[src/hdl/qlg_pkg.sv]
`timescale 1ns / 1ps

package qlg_pkg;

    localparam int VAL_W  = 16;   // one Q8.8 value
    localparam int WORD_W = 64;   // four action values per cell
    localparam int CFG_W  = 9;    // widest configuration register
    localparam int DEST_W = 13;   // signed destination, covers tables up to 4096 cells
    localparam int SUM_W  = 18;   // reward*256 + discounted max
    localparam int PROD_W = 28;   // 10 x 18 signed product

    localparam logic [8:0] RATE_ONE = 9'd256;

    // configuration register indexes
    localparam logic [1:0] REG_LEARN_RATE  = 2'd0;
    localparam logic [1:0] REG_DISCOUNT    = 2'd1;
    localparam logic [1:0] REG_ROW_WIDTH   = 2'd2;
    localparam logic [1:0] REG_START_STATE = 2'd3;

    // move codes
    localparam logic [1:0] ACT_ROW_PLUS  = 2'd0;
    localparam logic [1:0] ACT_RIGHT     = 2'd1;
    localparam logic [1:0] ACT_ROW_MINUS = 2'd2;
    localparam logic [1:0] ACT_LEFT      = 2'd3;

    typedef struct packed {
        logic [7:0]        current_state;
        logic [1:0]        action;
        logic signed [7:0] reward;
    } item_t;

    typedef struct packed {
        logic [7:0]         next_state;
        logic signed [15:0] new_value;
        logic [1:0]         best_next_action;
        logic               episode_end;
        logic               off_grid;
    } result_t;

    typedef enum logic [7:0] {
        ST_CLEAR   = 8'b0000_0001,
        ST_IDLE    = 8'b0000_0010,
        ST_RD_DEST = 8'b0000_0100,
        ST_RD_CUR  = 8'b0000_1000,
        ST_MUL_G   = 8'b0001_0000,
        ST_MUL_Q   = 8'b0010_0000,
        ST_MUL_A   = 8'b0100_0000,
        ST_WRITE   = 8'b1000_0000
    } state_t;

    typedef struct packed {
        logic in_ready;      // waiting for an item
        logic clearing;      // table clear sweep running
        logic sel_cur_addr;  // read port on the current cell
        logic take_dest;     // destination word on read data
        logic take_cur;      // current word on read data, discount multiply
        logic mul_q;         // keep-part multiply
        logic mul_a;         // learning-rate multiply
        logic finish;        // sum, saturate, write back
    } ctl_t;

endpackage

[src/hdl/qlg_ctrl.sv]
`timescale 1ns / 1ps

module qlg_ctrl #(
    parameter int NUM_STATES = 256
) (
    input  logic                                               clk,
    input  logic                                               rst_n,
    input  logic                                               item_valid,
    input  logic                                               out_free,
    output qlg_pkg::ctl_t                                      ctl,
    output logic [((NUM_STATES > 1) ? $clog2(NUM_STATES) : 1)-1:0] clr_addr
);

    localparam int AW = (NUM_STATES > 1) ? $clog2(NUM_STATES) : 1;
    localparam logic [AW-1:0] LAST = AW'(NUM_STATES - 1);

    qlg_pkg::state_t state_reg;
    qlg_pkg::state_t state_next;
    logic [AW-1:0]   clr_cnt_reg;
    logic [AW-1:0]   clr_cnt_next;

    always_comb
    begin
        state_next   = state_reg;
        clr_cnt_next = clr_cnt_reg;
        unique case (state_reg)
            qlg_pkg::ST_CLEAR:
            begin
                clr_cnt_next = clr_cnt_reg + AW'(1);
                if (clr_cnt_reg == LAST)
                begin
                    state_next = qlg_pkg::ST_IDLE;
                end
            end
            qlg_pkg::ST_IDLE:
            begin
                if (item_valid)
                begin
                    state_next = qlg_pkg::ST_RD_DEST;
                end
            end
            qlg_pkg::ST_RD_DEST: state_next = qlg_pkg::ST_RD_CUR;
            qlg_pkg::ST_RD_CUR:  state_next = qlg_pkg::ST_MUL_G;
            qlg_pkg::ST_MUL_G:   state_next = qlg_pkg::ST_MUL_Q;
            qlg_pkg::ST_MUL_Q:   state_next = qlg_pkg::ST_MUL_A;
            qlg_pkg::ST_MUL_A:   state_next = qlg_pkg::ST_WRITE;
            qlg_pkg::ST_WRITE:
            begin
                if (out_free)
                begin
                    state_next = qlg_pkg::ST_IDLE;
                end
            end
            default:             state_next = qlg_pkg::ST_CLEAR;
        endcase
    end

    always_ff @(posedge clk or negedge rst_n)
    begin
        if (!rst_n)
        begin
            state_reg   <= qlg_pkg::ST_CLEAR;
            clr_cnt_reg <= '0;
        end
        else
        begin
            state_reg   <= state_next;
            clr_cnt_reg <= clr_cnt_next;
        end
    end

    always_comb
    begin
        ctl.in_ready     = (state_reg == qlg_pkg::ST_IDLE);
        ctl.clearing     = (state_reg == qlg_pkg::ST_CLEAR);
        ctl.sel_cur_addr = (state_reg == qlg_pkg::ST_RD_CUR);
        ctl.take_dest    = (state_reg == qlg_pkg::ST_RD_CUR);
        ctl.take_cur     = (state_reg == qlg_pkg::ST_MUL_G);
        ctl.mul_q        = (state_reg == qlg_pkg::ST_MUL_Q);
        ctl.mul_a        = (state_reg == qlg_pkg::ST_MUL_A);
        ctl.finish       = (state_reg == qlg_pkg::ST_WRITE);
    end

    assign clr_addr = clr_cnt_reg;

endmodule

[config.mk]
export PLATFORM = sky130hd
export DESIGN_NAME = qlg_ctrl
export DESIGN_NICKNAME = d
export VERILOG_FILES = /design/src/hdl/qlg_pkg.sv /design/src/hdl/qlg_ctrl.sv
export SDC_FILE = /design/constraint.sdc
export NUM_CORES = 1
export LEC_CHECK = 0
export ABC_AREA = 1
export BUFFER_PORTS_ARGS = -buffer_cell sky130_fd_sc_hd__clkbuf_2
export CAP_MARGIN = 10
export CELL_PAD_IN_SITES_DETAIL_PLACEMENT = 1
export CELL_PAD_IN_SITES_GLOBAL_PLACEMENT = 1
export CORE_MARGIN = 2
export CORE_UTILIZATION = 40
export CTS_CLUSTER_SIZE = 8
export DETAILED_ROUTE_END_ITERATION = 16
export PLACE_DENSITY_LB_ADDON = 0.1
export REMOVE_ABC_BUFFERS = 1
export SLEW_MARGIN = 40
export SYNTH_ARGS = -nofsm -noshare
export SYNTH_HDL_FRONTEND = slang
export SYNTH_SLANG_ARGS = --single-unit
[constraint.sdc]
create_clock -name clk -period 2.7 [get_ports clk]
set_input_delay 0.405 -clock clk [delete_from_list [all_inputs] [get_ports clk]]
set_output_delay 0.405 -clock clk [all_outputs]
set_load 0.05 [all_outputs]
Word level (Yosys, flattened, before mapping). Index checks and enable logic that the tools add are counted.

Flip-flop bits (word level): 16. Bits in latches: 0. Bits in writable memories: 0. Memory bits (read-only): 0. Bits of input ports: 4. Logic and storage cells: 20. Memories: 0.

$add $sub $neg: 1. Multipliers: 0. Div/mod/pow operators: 0. Magnitude comparators: 0. Eq/ne operators: 12. Shift operators: 0. Muxes and demuxes: 4. Bitwise operators: 0. Reduce and logical (&&, ||, !) cells: 1.

Operators with widths (number): $pmux 8 s8 (1); $mux 8 (3); $eq 8x8->1 const B (2); $add 8x1->8 const B (1); $eq 8x1->1 const B (1); $eq 8x2->1 const B (1); $eq 8x3->1 const B (1); $eq 8x4->1 const B (1); $eq 8x5->1 const B (1); $eq 8x6->1 const B (1); $eq 8x7->1 const B (1); $ne 2x2->1 const B (2); $reduce_and 3->1 (1); $ne 2x1->1 const B (1).

Longest topological paths before layout.
Word-level depth: 3. Mapped depth: 8. Mapped depth without buffers: 8.

Least setup slack after synthesis. No wires, ideal clock.

Kind: flip-flop to output port. Start: reg state_reg[5]. End: out ctl[5] in the netlist's numbering. Data arrival time: 1.338 ns. Required time: 2.295 ns. Path slack: 0.957 ns. Stages on the path, launching flop included: 7. Cells stage by stage: dfrtp_1 nor2_1 nand2_1 inv_2 nand2_1 inv_1 buf_4.

RTL lines: start, declared (RTL line qlg_ctrl.sv:17) `qlg_pkg::state_t state_reg;`; start signal, assigned (RTL line qlg_ctrl.sv:62) `state_reg <= qlg_pkg::ST_CLEAR;`; start signal, assigned (RTL line qlg_ctrl.sv:67) `state_reg <= state_next;`; end, declared (RTL line qlg_ctrl.sv:10) `output qlg_pkg::ctl_t ctl,`.

==> results.sh <==
export IMPL_outcome="finished clean"
export IMPL_worstSkewPairLatency_ns=0.29
export IMPL_numPortBuffers=19
export IMPL_synthCells=125
export IMPL_startpoint_type="register"
export IMPL_skew_ns=0.00228
export IMPL_synth_xor_area_share_pct=5.62
export IMPL_ioPinCount=20
export IMPL_dp_hpwl_um=1770
export IMPL_layout_drive_gt1_share_pct=25.2
export IMPL_report_final_hold_viol_count=0
export IMPL_grt_usage_pct=20.3
export IMPL_power_mw=1.10
export IMPL_ys_ff_latch=16
export IMPL_n_antenna_cell=0
export IMPL_critPathMaxStageDelay_ns=0.55
export IMPL_synth_top_family_by_area="simple AND/OR/NAND/NOR gates"
export IMPL_rows=17
export IMPL_cts_sinks=16
export IMPL_setup_worst_path_end_class="primary output"
export IMPL_netlist_area_um2=912
export IMPL_synth_warnings=0
export IMPL_clkTransAtPathRegs_ns=0.10
export IMPL_fmax_ghz=0.511
export IMPL_finalSetupTns_ns=0
export IMPL_slew_headroom_pct=72.4
export IMPL_cts_buffer_depth=2
export IMPL_synth_compound_area_share_pct=0
export IMPL_yosysUniqueCellTypes=20
export IMPL_hold_buffers=0
export IMPL_grt_pass1_wl_um=3880
export IMPL_period_share_pct=72.5
export IMPL_num_vias=832
export IMPL_synth_area_leader_cell="dfrtp_1"
export IMPL_cts_resized=0
export IMPL_cp_max_fo=7
export IMPL_overflow=0
export IMPL_p_leak_nw=0.673
export IMPL_wl_per_cell_um=12.2
export IMPL_slew_viol_final=0
export IMPL_area_growth_pct=16.3
export IMPL_yosys_top_cells_area="dfrtp_1, nand2_1, inv_1"
export IMPL_cts_tree="built"
export IMPL_ant_nets=0
export IMPL_period_needed_ns=1.96
export IMPL_cts_made_buffers=3
export IMPL_worstSetupPathType="register to primary output"
export IMPL_syn_area_per_cell_um2=7.30
export IMPL_wl_um=2130
export IMPL_layout_common_cells="nand2_1, inv_1, clkbuf_2, nor2_1, dfrtp_1"
export IMPL_path_cells="nand2_1, nor2_2, nand2_4, inv_4, clkbuf_2"
export IMPL_gp_congestion=0.792
export IMPL_vdd_drop_max_mv=0.816
export IMPL_drt_iter0_drc=7
export IMPL_yosys_area_share_simple_pct=37.2
export IMPL_synth_fa_ha_area_share_pct=1.37
export IMPL_first_pass_iters=4
export IMPL_final_common_cell="nand2_1"
export IMPL_finalSetupViolCount=0
export IMPL_post_cts_buffers=0
export IMPL_synth_top_area_share_pct=41.2
export IMPL_synth_mux_area_fraction_pct=0
export IMPL_grt_pass1_vias=863
export IMPL_drc=0
export IMPL_min_path_type="input pin to asynchronous set/reset pin"
export IMPL_die_x_um=51.8
export IMPL_grt_max_degree=17
export IMPL_core_area_um2=2190
export IMPL_vias_per_cell=4.75
export IMPL_cap_violations=0
export IMPL_ctsRootBufferMaster="clkbuf_4"
export IMPL_slowest_stage="dfstp_2"
export IMPL_dieArea_um2=2680
export IMPL_crit_required_ns=2.30
export IMPL_initial_utilization_pct=41.6
export IMPL_die_h_um=51.8
export IMPL_powerDensity_nw_per_um2=1040
export IMPL_synth_seq_area_share_pct=44.0
export IMPL_rsz0062_at_grt="no"
export IMPL_antenna_found_initial=0
export IMPL_cp_data_arrival_time_ns=1.55
export IMPL_fin_nets=153
export IMPL_worst_slew_pin_slew_ns=0.414
export IMPL_ctsHtreeMaxLevel=1
## per-stage QoR
stage	area (um2)	hold slack, ns	cells	util, %	worst slack [ns]
finish	1060	0.0254	175	48.4	0.742
global route	1060	0.0374	175	48.4	0.557
CTS	1060	0.0317	175	48.4	0.726
detailed placement	1030	0.354	171	47.2	1.06
global placement	1030	0.350	171	47.2	1.08
floorplan	905	0.109	124	-	0.971
## worst paths after layout
path	startpoint	depth (start not counted)	slack [ns]	end
setup / recovery	state_reg[0]	5	0.74	ctl[6]
hold / removal	rst_n	1	0.03	state_reg[5]
setup reg to reg	clr_addr[0]	7	1.37	state_reg[2]
hold reg to reg	clr_addr[3]	1	0.53	clr_addr[3]
max in group asynchronous	rst_n	1	2.35	state_reg[0]
min in group clk	out_free	3	0.46	state_reg[7]
## synthesized netlist by cell type (all sizes together)
| cell | number |
|---|---|
| dfstp | 1 |
| nand3 | 6 |
| buf | 1 |
| dfrtp | 15 |
| xnor2 | 3 |
| nand3b | 2 |
| nor2 | 19 |
| nand4 | 2 |
| nand2 | 46 |
| ha | 1 |
| xor2 | 2 |
| nor3 | 1 |
| inv | 26 |
## report_power, final
part / switching (mW) / total, mW / internal [mW]
Combinational: 0.433 / 0.595 / 0.162
Sequential: 0.0666 / 0.372 / 0.306
Clock: 0.0790 / 0.137 / 0.0575
Total: 0.579 / 1.10 / 0.525
## final cells by class
cell class	count	area [um2]
clock buffers	4	26.3
fillers	291	1130
inverters	26	100
multi-input cells	82	403
flip-flops and latches	16	402
well taps	28	35.0
repair buffers	19	95.1
## per-layer routing
metal / up-vias / part of all wire (%) / track usage, %
met5: - / 0 / 0
met3: 5 / 3.1 / 3.45
met4: 0 / 2.2 / 10.5
met2: 17 / 53 / 35.5
met1: 402 / 41 / 23.6
li1: 408 / - / -
## cell families after synthesis
family        after synthesis
simple gates               76
xor+xnor                    5
buf+inv                    27
fa+ha+maj                   1
flops                      16
## critical path, delay by kind of cell, from the launching register on
family	cells	cell delay, ns
buffers and inverters	2	0.40
and+or+nand+nor	3	0.32
DFF	1	0.55
No activity file was read; power rests on OpenSTA's default activity.
