$ cat src/hdl/qlg_pkg.sv
`timescale 1ns / 1ps

package qlg_pkg;

    localparam int VAL_W  = 16;   // one Q8.8 value
    localparam int WORD_W = 64;   // four action values per cell
    localparam int CFG_W  = 9;    // widest configuration register
    localparam int DEST_W = 13;   // signed destination, covers tables up to 4096 cells
    localparam int SUM_W  = 18;   // reward*256 + discounted max
    localparam int PROD_W = 28;   // 10 x 18 signed product

    localparam logic [8:0] RATE_ONE = 9'd256;

    // configuration register indexes
    localparam logic [1:0] REG_LEARN_RATE  = 2'd0;
    localparam logic [1:0] REG_DISCOUNT    = 2'd1;
    localparam logic [1:0] REG_ROW_WIDTH   = 2'd2;
    localparam logic [1:0] REG_START_STATE = 2'd3;

    // move codes
    localparam logic [1:0] ACT_ROW_PLUS  = 2'd0;
    localparam logic [1:0] ACT_RIGHT     = 2'd1;
    localparam logic [1:0] ACT_ROW_MINUS = 2'd2;
    localparam logic [1:0] ACT_LEFT      = 2'd3;

    typedef struct packed {
        logic [7:0]        current_state;
        logic [1:0]        action;
        logic signed [7:0] reward;
    } item_t;

    typedef struct packed {
        logic [7:0]         next_state;
        logic signed [15:0] new_value;
        logic [1:0]         best_next_action;
        logic               episode_end;
        logic               off_grid;
    } result_t;

    typedef enum logic [7:0] {
        ST_CLEAR   = 8'b0000_0001,
        ST_IDLE    = 8'b0000_0010,
        ST_RD_DEST = 8'b0000_0100,
        ST_RD_CUR  = 8'b0000_1000,
        ST_MUL_G   = 8'b0001_0000,
        ST_MUL_Q   = 8'b0010_0000,
        ST_MUL_A   = 8'b0100_0000,
        ST_WRITE   = 8'b1000_0000
    } state_t;

    typedef struct packed {
        logic in_ready;      // waiting for an item
        logic clearing;      // table clear sweep running
        logic sel_cur_addr;  // read port on the current cell
        logic take_dest;     // destination word on read data
        logic take_cur;      // current word on read data, discount multiply
        logic mul_q;         // keep-part multiply
        logic mul_a;         // learning-rate multiply
        logic finish;        // sum, saturate, write back
    } ctl_t;

endpackage

$ cat src/hdl/qlg_mul.sv
`timescale 1ns / 1ps

// shared 10 x 18 signed multiplier with registered product
module qlg_mul (
    input  logic                                  clk,
    input  logic                                  en,
    input  logic [8:0]                            a,
    input  logic signed [qlg_pkg::SUM_W-1:0]      b,
    output logic signed [qlg_pkg::PROD_W-1:0]     prod
);

    logic signed [qlg_pkg::PROD_W-1:0] prod_reg;
    logic signed [qlg_pkg::PROD_W-1:0] prod_next;

    always_comb
    begin
        prod_next = $signed({1'b0, a}) * b;
    end

    always_ff @(posedge clk)
    begin
        if (en)
        begin
            prod_reg <= prod_next;
        end
    end

    assign prod = prod_reg;

endmodule

$ cat config.mk
export PLATFORM = sky130hd
export DESIGN_NAME = qlg_mul
export DESIGN_NICKNAME = d
export VERILOG_FILES = /design/src/hdl/qlg_pkg.sv /design/src/hdl/qlg_mul.sv
export SDC_FILE = /design/constraint.sdc
export NUM_CORES = 1
export LEC_CHECK = 0
export BUFFER_PORTS_ARGS = -buffer_cell sky130_fd_sc_hd__buf_4
export CORE_ASPECT_RATIO = 0.6
export CORE_MARGIN = 5
export CORE_UTILIZATION = 60
export CTS_CLUSTER_DIAMETER = 200
export DETAILED_ROUTE_END_ITERATION = 10
export PLACE_DENSITY_LB_ADDON = 0.05
export SYNTH_ARGS = -nofsm -noshare
export SYNTH_HDL_FRONTEND = slang
export SYNTH_SLANG_ARGS = --single-unit
$ cat constraint.sdc
create_clock -name clk -period 7.3 [get_ports clk]
set_clock_uncertainty 0.2 [all_clocks]
set_input_delay 1.46 -clock clk [delete_from_list [all_inputs] [get_ports clk]]
set_output_delay 1.46 -clock clk [all_outputs]
set_load 0.05 [all_outputs]
**Word-level counts from Yosys, hierarchy flattened**

Cells that the tools add are included.

- Output and inout bits: 28
- Memory bits (read-only): 0
- Bits of input ports: 29
- Flip-flop bits (word level): 28
- Bits in writable memories: 0
- Memories kept: 0
- Logic and storage cells: 2
- Latch bits: 0

- Divide/modulo/power cells: 0
- Reductions and logical operators: 0
- Bitwise logic cells: 0
- Equality and inequality tests: 0
- Mux-type cells: 0
- $mul: 1
- Shift-type cells: 0
- Add/subtract/negate cells: 0
- Magnitude comparators: 0

Operators with widths:

| cell | count |
|---|---|
| 10-bit by 18-bit multiplier with 28-bit output | 1 |

**Longest topological paths before layout**

Gate-level depths: netlist (run 1).

- Depth in word-level cells: 1
- Depth in mapped cells: 21
- Depth with buffers taken out: 19

**Worst setup path after synthesis (run 1)**

Ideal clock, no wire load.

- Path type: input-to-reg
- From: in a[1]
- To: reg prod_reg, in the netlist prod[26], data pin
- Required time: 6840 ps
- Arrival time: 6282 ps
- Setup time: 260 ps
- Path buffers: 2
- Stages: 19
- Slack: 558 ps
- Path through: clkbuf_1 clkbuf_1 nand2_1 fa_1 inv_1 fa_1 fa_1 fa_1 inv_1 fa_1 inv_1 ha_1 and3_1 and3_2 a31oi_4 a31oi_4 a221oi_4 o21ai_2 xor2_1

- Longest elaborated chain between the ends: 1

RTL lines:

| item | line | RTL |
|---|---|---|
| from (decl) | qlg_mul.sv:7 | `input logic [8:0] a,` |
| 10-bit by 18-bit multiplier with 28-bit output | qlg_mul.sv:17 | `prod_next = $signed({1'b0, a}) * b;` |
| via prod_next, one bit | qlg_mul.sv:13 | `logic signed [qlg_pkg::PROD_W-1:0] prod_next;` |
| to (signal assigned) | qlg_mul.sv:24 | `prod_reg <= prod_next;` |
| to (decl) | qlg_mul.sv:12 | `logic signed [qlg_pkg::PROD_W-1:0] prod_reg;` |

The timed path passes the listed nets, and every way through them passes these cells.
A chain may end at the register's enable or synchronous reset.

**Worst setup path in the final report (run 1)**

- From: in a[1]
- To: reg prod_reg, in the netlist prod[24], data pin

Same word-level chain as after synthesis.

==> key figures, run 1 <==
GRT
  – Initial antenna violation count: 0
  – Global-route wire length before repair: approximately 26 mm
  – Vias in the first global route: 5034
  – GR Util met1: 0.398
  – Largest net degree at the start of global routing: 29
  – Total GRT Usage: 0.244
  – Met2 Use GR: 0.331
  – Remaining global-route overflow: 0
  – GR Layer Usage met3: 0.0650
  – Grt peak-use layer: met1

CTS
  – TritonCTS Sinks: 28
  – CTS root buffer: clkbuf_16
  – Cts hold-fix bufs: 0
  – Longest Clk Path Bufs: 2
  – Setup bufs post-CTS: 0
  – H-tree Lvls: 1
  – Post_cts resized: 0
  – Reg clk slew, reported paths: 0.06 ns
  – CTS tree: yes
  – CTS Buf Count: 3

Routing
  – Final antenna-violating net count: 0
  – DR DRC count: 0
  – Initial drt markers: slightly below 400
  – WL/cell: 17.0 um
  – Via density: 5.28
  – Total wire length: around 15 mm
  – DR pass1 iterations: 5
  – Via Count: approximately 4700

Synthesis
  – Share of the synthesized area in the top cell type: 0.399
  – Ys Warns: 0
  – Syn Area/Cell: around 9.7 um^2
  – Asr flop ratio synth: 0
  – Synth cell count leaders: inv_1 (161), fa_1 (136), and2_1 (87)
  – Area contributors post-synth: fa_1 (40%), edfxtp_1 (12%), ha_1 (11%), inv_1 (8.9%), and2_1 (8.0%)
  – Synth Cell Area: 6830 um^2
  – Yosys cell types: 40
  – Primary FF master, synth: edfxtp_1
  – Syn Inst Count: about 700
  – Syn Nets: 932
  – Most frequent cell after synthesis: inv_1
  – EDFF count, synth: 28
  – Yosys top cell by area: fa_1
  – Seq/Total Area, Yosys: 0.123
  – Flops & latches, synth: 28

Placement
  – Buffers on Ports: 56
  – GPL Wtd Cong: between 0.9 and 1
  – DP Wirelength: around 13 mm

Worst hold path
  – Hold_sp: en
  – HP Class: primary input to flip-flop

Die
  – FP Rows: 30
  – Placeable Area: about 11000 um^2
  – Die ar.: about 14000 um^2
  – Die Height: about 93 um
  – Ports: 57
  – Initial core utilization: 0.608
  – Die X: roughly 150 um

Critical path
  – Maximum fanout along the worst path: 18
  – CP Capture Type: flip-flop
  – Startpoint Class: primary input
  – Type of the worst setup path: primary input to flip-flop
  – Critical Path AT: around 6.2 ns
  – CP startpoint: a[1]
  – Worst Path Required: approximately 7.1 ns

STA
  – Pins Over Slew Limit: 0
  – RSZ-0062 raised after global routing: false
  – Achievable frequency: about 160 MHz
  – Worst-Margin Slew: 0.715 ns
  – Max_slew headroom: 0.522
  – Setup TNS: 0 ns
  – Post-layout minimum cycle time: between 6 and 7 ns
  – Setup violators final: 0
  – Tcrit/Tclk final: 0.877
  – Endpoints failing hold: 0

Outcome
  – Outcome: finished clean

Final layout
  – Share of cells above drive strength 1: 0.106
  – N_diodes: 0
  – Fill cells: ~900
  – Area grow syn2layout: 8.96%
  – Largest register FFs: 28
  – Post-layout nets: a little under 1000

Run
  – Max-cap violations: 0
[cells in the final DEF, fill, tap and decap left out, types with 2 or more instances in the layout]
cell and instances:
inv_1 161, fa_1 136, and2_1 87, nand2_1 86, ha_1 61, buf_4 56, edfxtp_1 28, xnor2_1 20
a21oi_1 17, nor2_1 15, xor2_1 9, a21o_1 7, o21ai_0 6, o211ai_1 5, o21a_1 4, nand2b_1 4
a21o_2 4, nor3_1 3, a211oi_2 3, a21oi_2 3, and3_1 3, nand3_1 3, clkbuf_16 3, a211oi_1 2
and3_2 2, nand4_1 2, a31oi_4 2, o21ai_1 2, nor2b_1 2
[cells by family after synthesis]
family	count (synthesis)	share of synthesized area
simple gates	209	0.155
xor+xnor	29	0.0372
fa+ha+maj	197	0.511
buf+inv	178	0.0979
flops	28	0.123
compound gates	65	0.0766
[critical path: stages]
cell	delay, ns
buf_4	0.21
nand2_1	0.11
fa_1	0.55
inv_1	0.07
fa_1	0.49
fa_1	0.50
fa_1	0.52
inv_1	0.06
fa_1	0.49
inv_1	0.05
ha_1	0.35
a21oi_1	0.22
and2_2	0.22
a22o_1	0.19
a31oi_4	0.07
a221oi_4	0.38
a21oi_2	0.10
xor2_1	0.16
[final timing paths]
| check | endpoint | slack, ns | cells after the start |
|---|---|---|---|
| worst min-delay path | prod[4] | 1.43 | 1 |
| worst max-delay path | prod[24] | 0.90 | 18 |
[layer usage]
metal | share of wire | up-vias
met1 | 0.50 | 2281
li1 | - | 2231
met2 | 0.38 | 185
met3 | 0.11 | 13
met4 | 0.0085 | 0
met5 | 0 | -
[metrics by stage]
step	setup slack, ns	hold slack (ns)	std cells	util	cell area [um^2]
4_1_cts	0.915	1.43	892	0.663	7440
3_3_place_gp	0.758	1.69	889	0.656	7360
5_1_grt	0.641	1.45	892	0.663	7440
6_report	0.896	1.43	892	0.663	7440
3_5_place_dp	0.644	1.70	889	0.656	7360
2_1_floorplan	0.558	1.37	706	-	6830
[final cells by class]
| type | instances | area [um^2] | area share |
|---|---|---|---|
| Tap cell | 144 | 180 | 0.0242 |
| Clock buffer | 3 | 75.1 | 0.0101 |
| Sequential cell | 28 | 841 | 0.113 |
| Timing Repair Buffer | 56 | 420 | 0.0565 |
| Multi-Input combinational cell | 500 | 5320 | 0.715 |
| Inverter | 161 | 604 | 0.0812 |
Power of run 1 is left out: the tool's default activity adds up to more than one toggle a clock period on the data nets, which glitch-free logic cannot reach.
==> run 2, diff against run 1 <==
--- a/config.mk
+++ b/config.mk
@@ -5,12 +5,12 @@
 export SDC_FILE = /design/constraint.sdc
 export NUM_CORES = 1
 export LEC_CHECK = 0
-export BUFFER_PORTS_ARGS = -buffer_cell sky130_fd_sc_hd__buf_4
 export CORE_ASPECT_RATIO = 0.6
 export CORE_MARGIN = 5
 export CORE_UTILIZATION = 60
 export CTS_CLUSTER_DIAMETER = 200
 export DETAILED_ROUTE_END_ITERATION = 10
+export DONT_BUFFER_PORTS = 1
 export PLACE_DENSITY_LB_ADDON = 0.05
 export SYNTH_ARGS = -nofsm -noshare
 export SYNTH_HDL_FRONTEND = slang
==> key figures, run 2 (same netlist as run 1, synthesis figures left out) <==
Outcome
  – Outcome: finished clean

GRT
  – Largest net degree at the start of global routing: 29 (unchanged)
  – Initial antenna violation count: 0 (unchanged)
  – Vias in the first global route: 4784 (-5.0%)
  – Global-route wire length before repair: 25.7 mm (-2.5%)
  – Total GRT Usage: 0.238 (-0.00619)
  – Remaining global-route overflow: 0 (unchanged)

Worst hold path
  – Hold Crit Depth: 0 (-1)
  – Hold EP: prod[6]
  – Hold_sp: en
  – HP Class: primary input to flip-flop

Placement
  – Buffers on Ports: 0 (-100%)
  – DP Wirelength: 13.0 mm (+1.1%)
  – GPL Wtd Cong: 0.897 (-1.2%)

CTS
  – CTS tree: yes
  – Post_cts resized: 0 (unchanged)
  – TritonCTS Sinks: 28 (unchanged)
  – Cts hold-fix bufs: 0 (unchanged)
  – Setup bufs post-CTS: 0 (unchanged)
  – H-tree Lvls: 1 (unchanged)
  – CTS root buffer: clkbuf_16
  – CTS Buf Count: 3 (unchanged)
  – Reg clk slew, reported paths: 0.06 ns (about the same)
  – Longest Clk Path Bufs: 2 (unchanged)

Critical path
  – Startpoint Class: primary input
  – Slowest CP cell: fa_1
  – Delay-heaviest family, CP: adder cells
  – Critical Path AT: 5.95 ns (-0.25 ns)
  – Crit path cell chain: nand2_1 > fa_1 > fa_1 > inv_1 > fa_1 > fa_1 > inv_1 > fa_1 > inv_1 > ha_1 > a211oi_1 > nor2_1 > o31ai_4 > a31oi_4 > a221oi_4 > a21oi_2 > xor2_1
  – Most frequent CP cell: fa_1
  – Worst Path Required: 7.10 ns (about the same)
  – Max incr delay on CP: 0.56 ns (about the same)
  – CP Buf/Inv Count: 3 (-1)
  – Type of the worst setup path: primary input to flip-flop
  – CP Capture Type: flip-flop
  – Maximum fanout along the worst path: 9 (-9)

Routing
  – Via density: 5.37 (+1.7%)
  – Total wire length: 14.9 mm (-1.6%)
  – DR DRC count: 0 (unchanged)
  – DR pass1 iterations: 5 (unchanged)
  – WL/cell: 17.9 um (+4.9%)
  – Final antenna-violating net count: 0 (unchanged)
  – Initial drt markers: 406 (+3.3%)
  – Via Count: 4494 (-4.6%)

Final layout
  – Fill cells: 950 (+4.7%)
  – Post-layout nets: 920 (-5.7%)
  – Most frequent cells in the layout: inv_1 (161), fa_1 (136), and2_1 (87), nand2_1 (86), ha_1 (61)
  – Largest register FFs: 28 (unchanged)
  – Final core utilization: 0.628 (-0.0348)
  – Most common cell after layout, fill and taps aside: inv_1
  – Area grow syn2layout: 3.24%
  – N_diodes: 0 (unchanged)
  – Share of cells above drive strength 1: 0.0346 (-0.0710)

STA
  – Max_slew headroom: 0.579 (+0.0569)
  – RSZ-0062 raised after global routing: false
  – Worst-Margin Slew: 0.630 ns (-0.0851 ns)
  – Post-layout minimum cycle time: 6.15 ns (-0.258 ns)
  – Tcrit/Tclk final: 0.842 (-0.0354)
  – Achievable frequency: 163 MHz (+4.2%)
  – Setup violators final: 0 (unchanged)
  – Setup TNS: 0 ns (unchanged)
  – Endpoints failing hold: 0 (unchanged)
  – Pins Over Slew Limit: 0 (unchanged)

Die
  – Die Height: 92.6 um (unchanged)
  – FP Rows: 30 (unchanged)
  – Die X: 148 um (unchanged)
  – Ports: 57 (unchanged)
  – Initial core utilization: 0.608 (unchanged)
  – Die ar.: 13700 um^2 (unchanged)
  – Placeable Area: 11200 um^2 (unchanged)

Run
  – Max-cap violations: 0 (unchanged)
==> run 2: per-stage QoR <==
| step | worst slack, ns | hold slack, ns | cells | instance area (um^2) |
|---|---|---|---|---|
| 3_3_place_gp | 0.941 | 1.38 | 833 | 6940 |
| 3_5_place_dp | 0.891 | 1.38 | 833 | 6940 |
| 2_1_floorplan | 0.558 | 1.37 | 706 | 6830 |
| 4_1_cts | 1.16 | 1.11 | 837 | 7050 |
| 5_1_grt | 0.865 | 1.09 | 837 | 7050 |
| 6_report | 1.15 | 1.11 | 837 | 7050 |
==> run 2: worst max-delay path by stage <==
stage | start | to | slack [ns] | cells after the start
floorplan | a[1] | prod[26] | 0.56 | 19
global placement | a[4] | prod[26] | 0.94 | 16
detailed placement | b[6] | prod[24] | 0.89 | 16
CTS | b[6] | prod[24] | 1.16 | 16
global route | b[7] | prod[27] | 0.86 | 19
finish | b[5] | prod[24] | 1.15 | 17
==> run 2: metal layers <==
layer	wire [um]	GRT usage	vias up
li1	-	-	2116
met2	5240	0.304	202
met4	91	0.0287	0
met5	0	0	-
met1	7780	0.396	2167
met3	1830	0.0753	9
==> run 2: area by class of cell <==
type | instances | area [um^2] | share of cell area
well taps | 144 | 180 | 0.0256
clock inverters | 1 | 30.0 | 0.00426
multi-input cells | 500 | 5320 | 0.755
flip-flops and latches | 28 | 841 | 0.119
inverters | 161 | 604 | 0.0857
clock buffers | 3 | 75.1 | 0.0106
Power of run 2 is left out for the same reason.
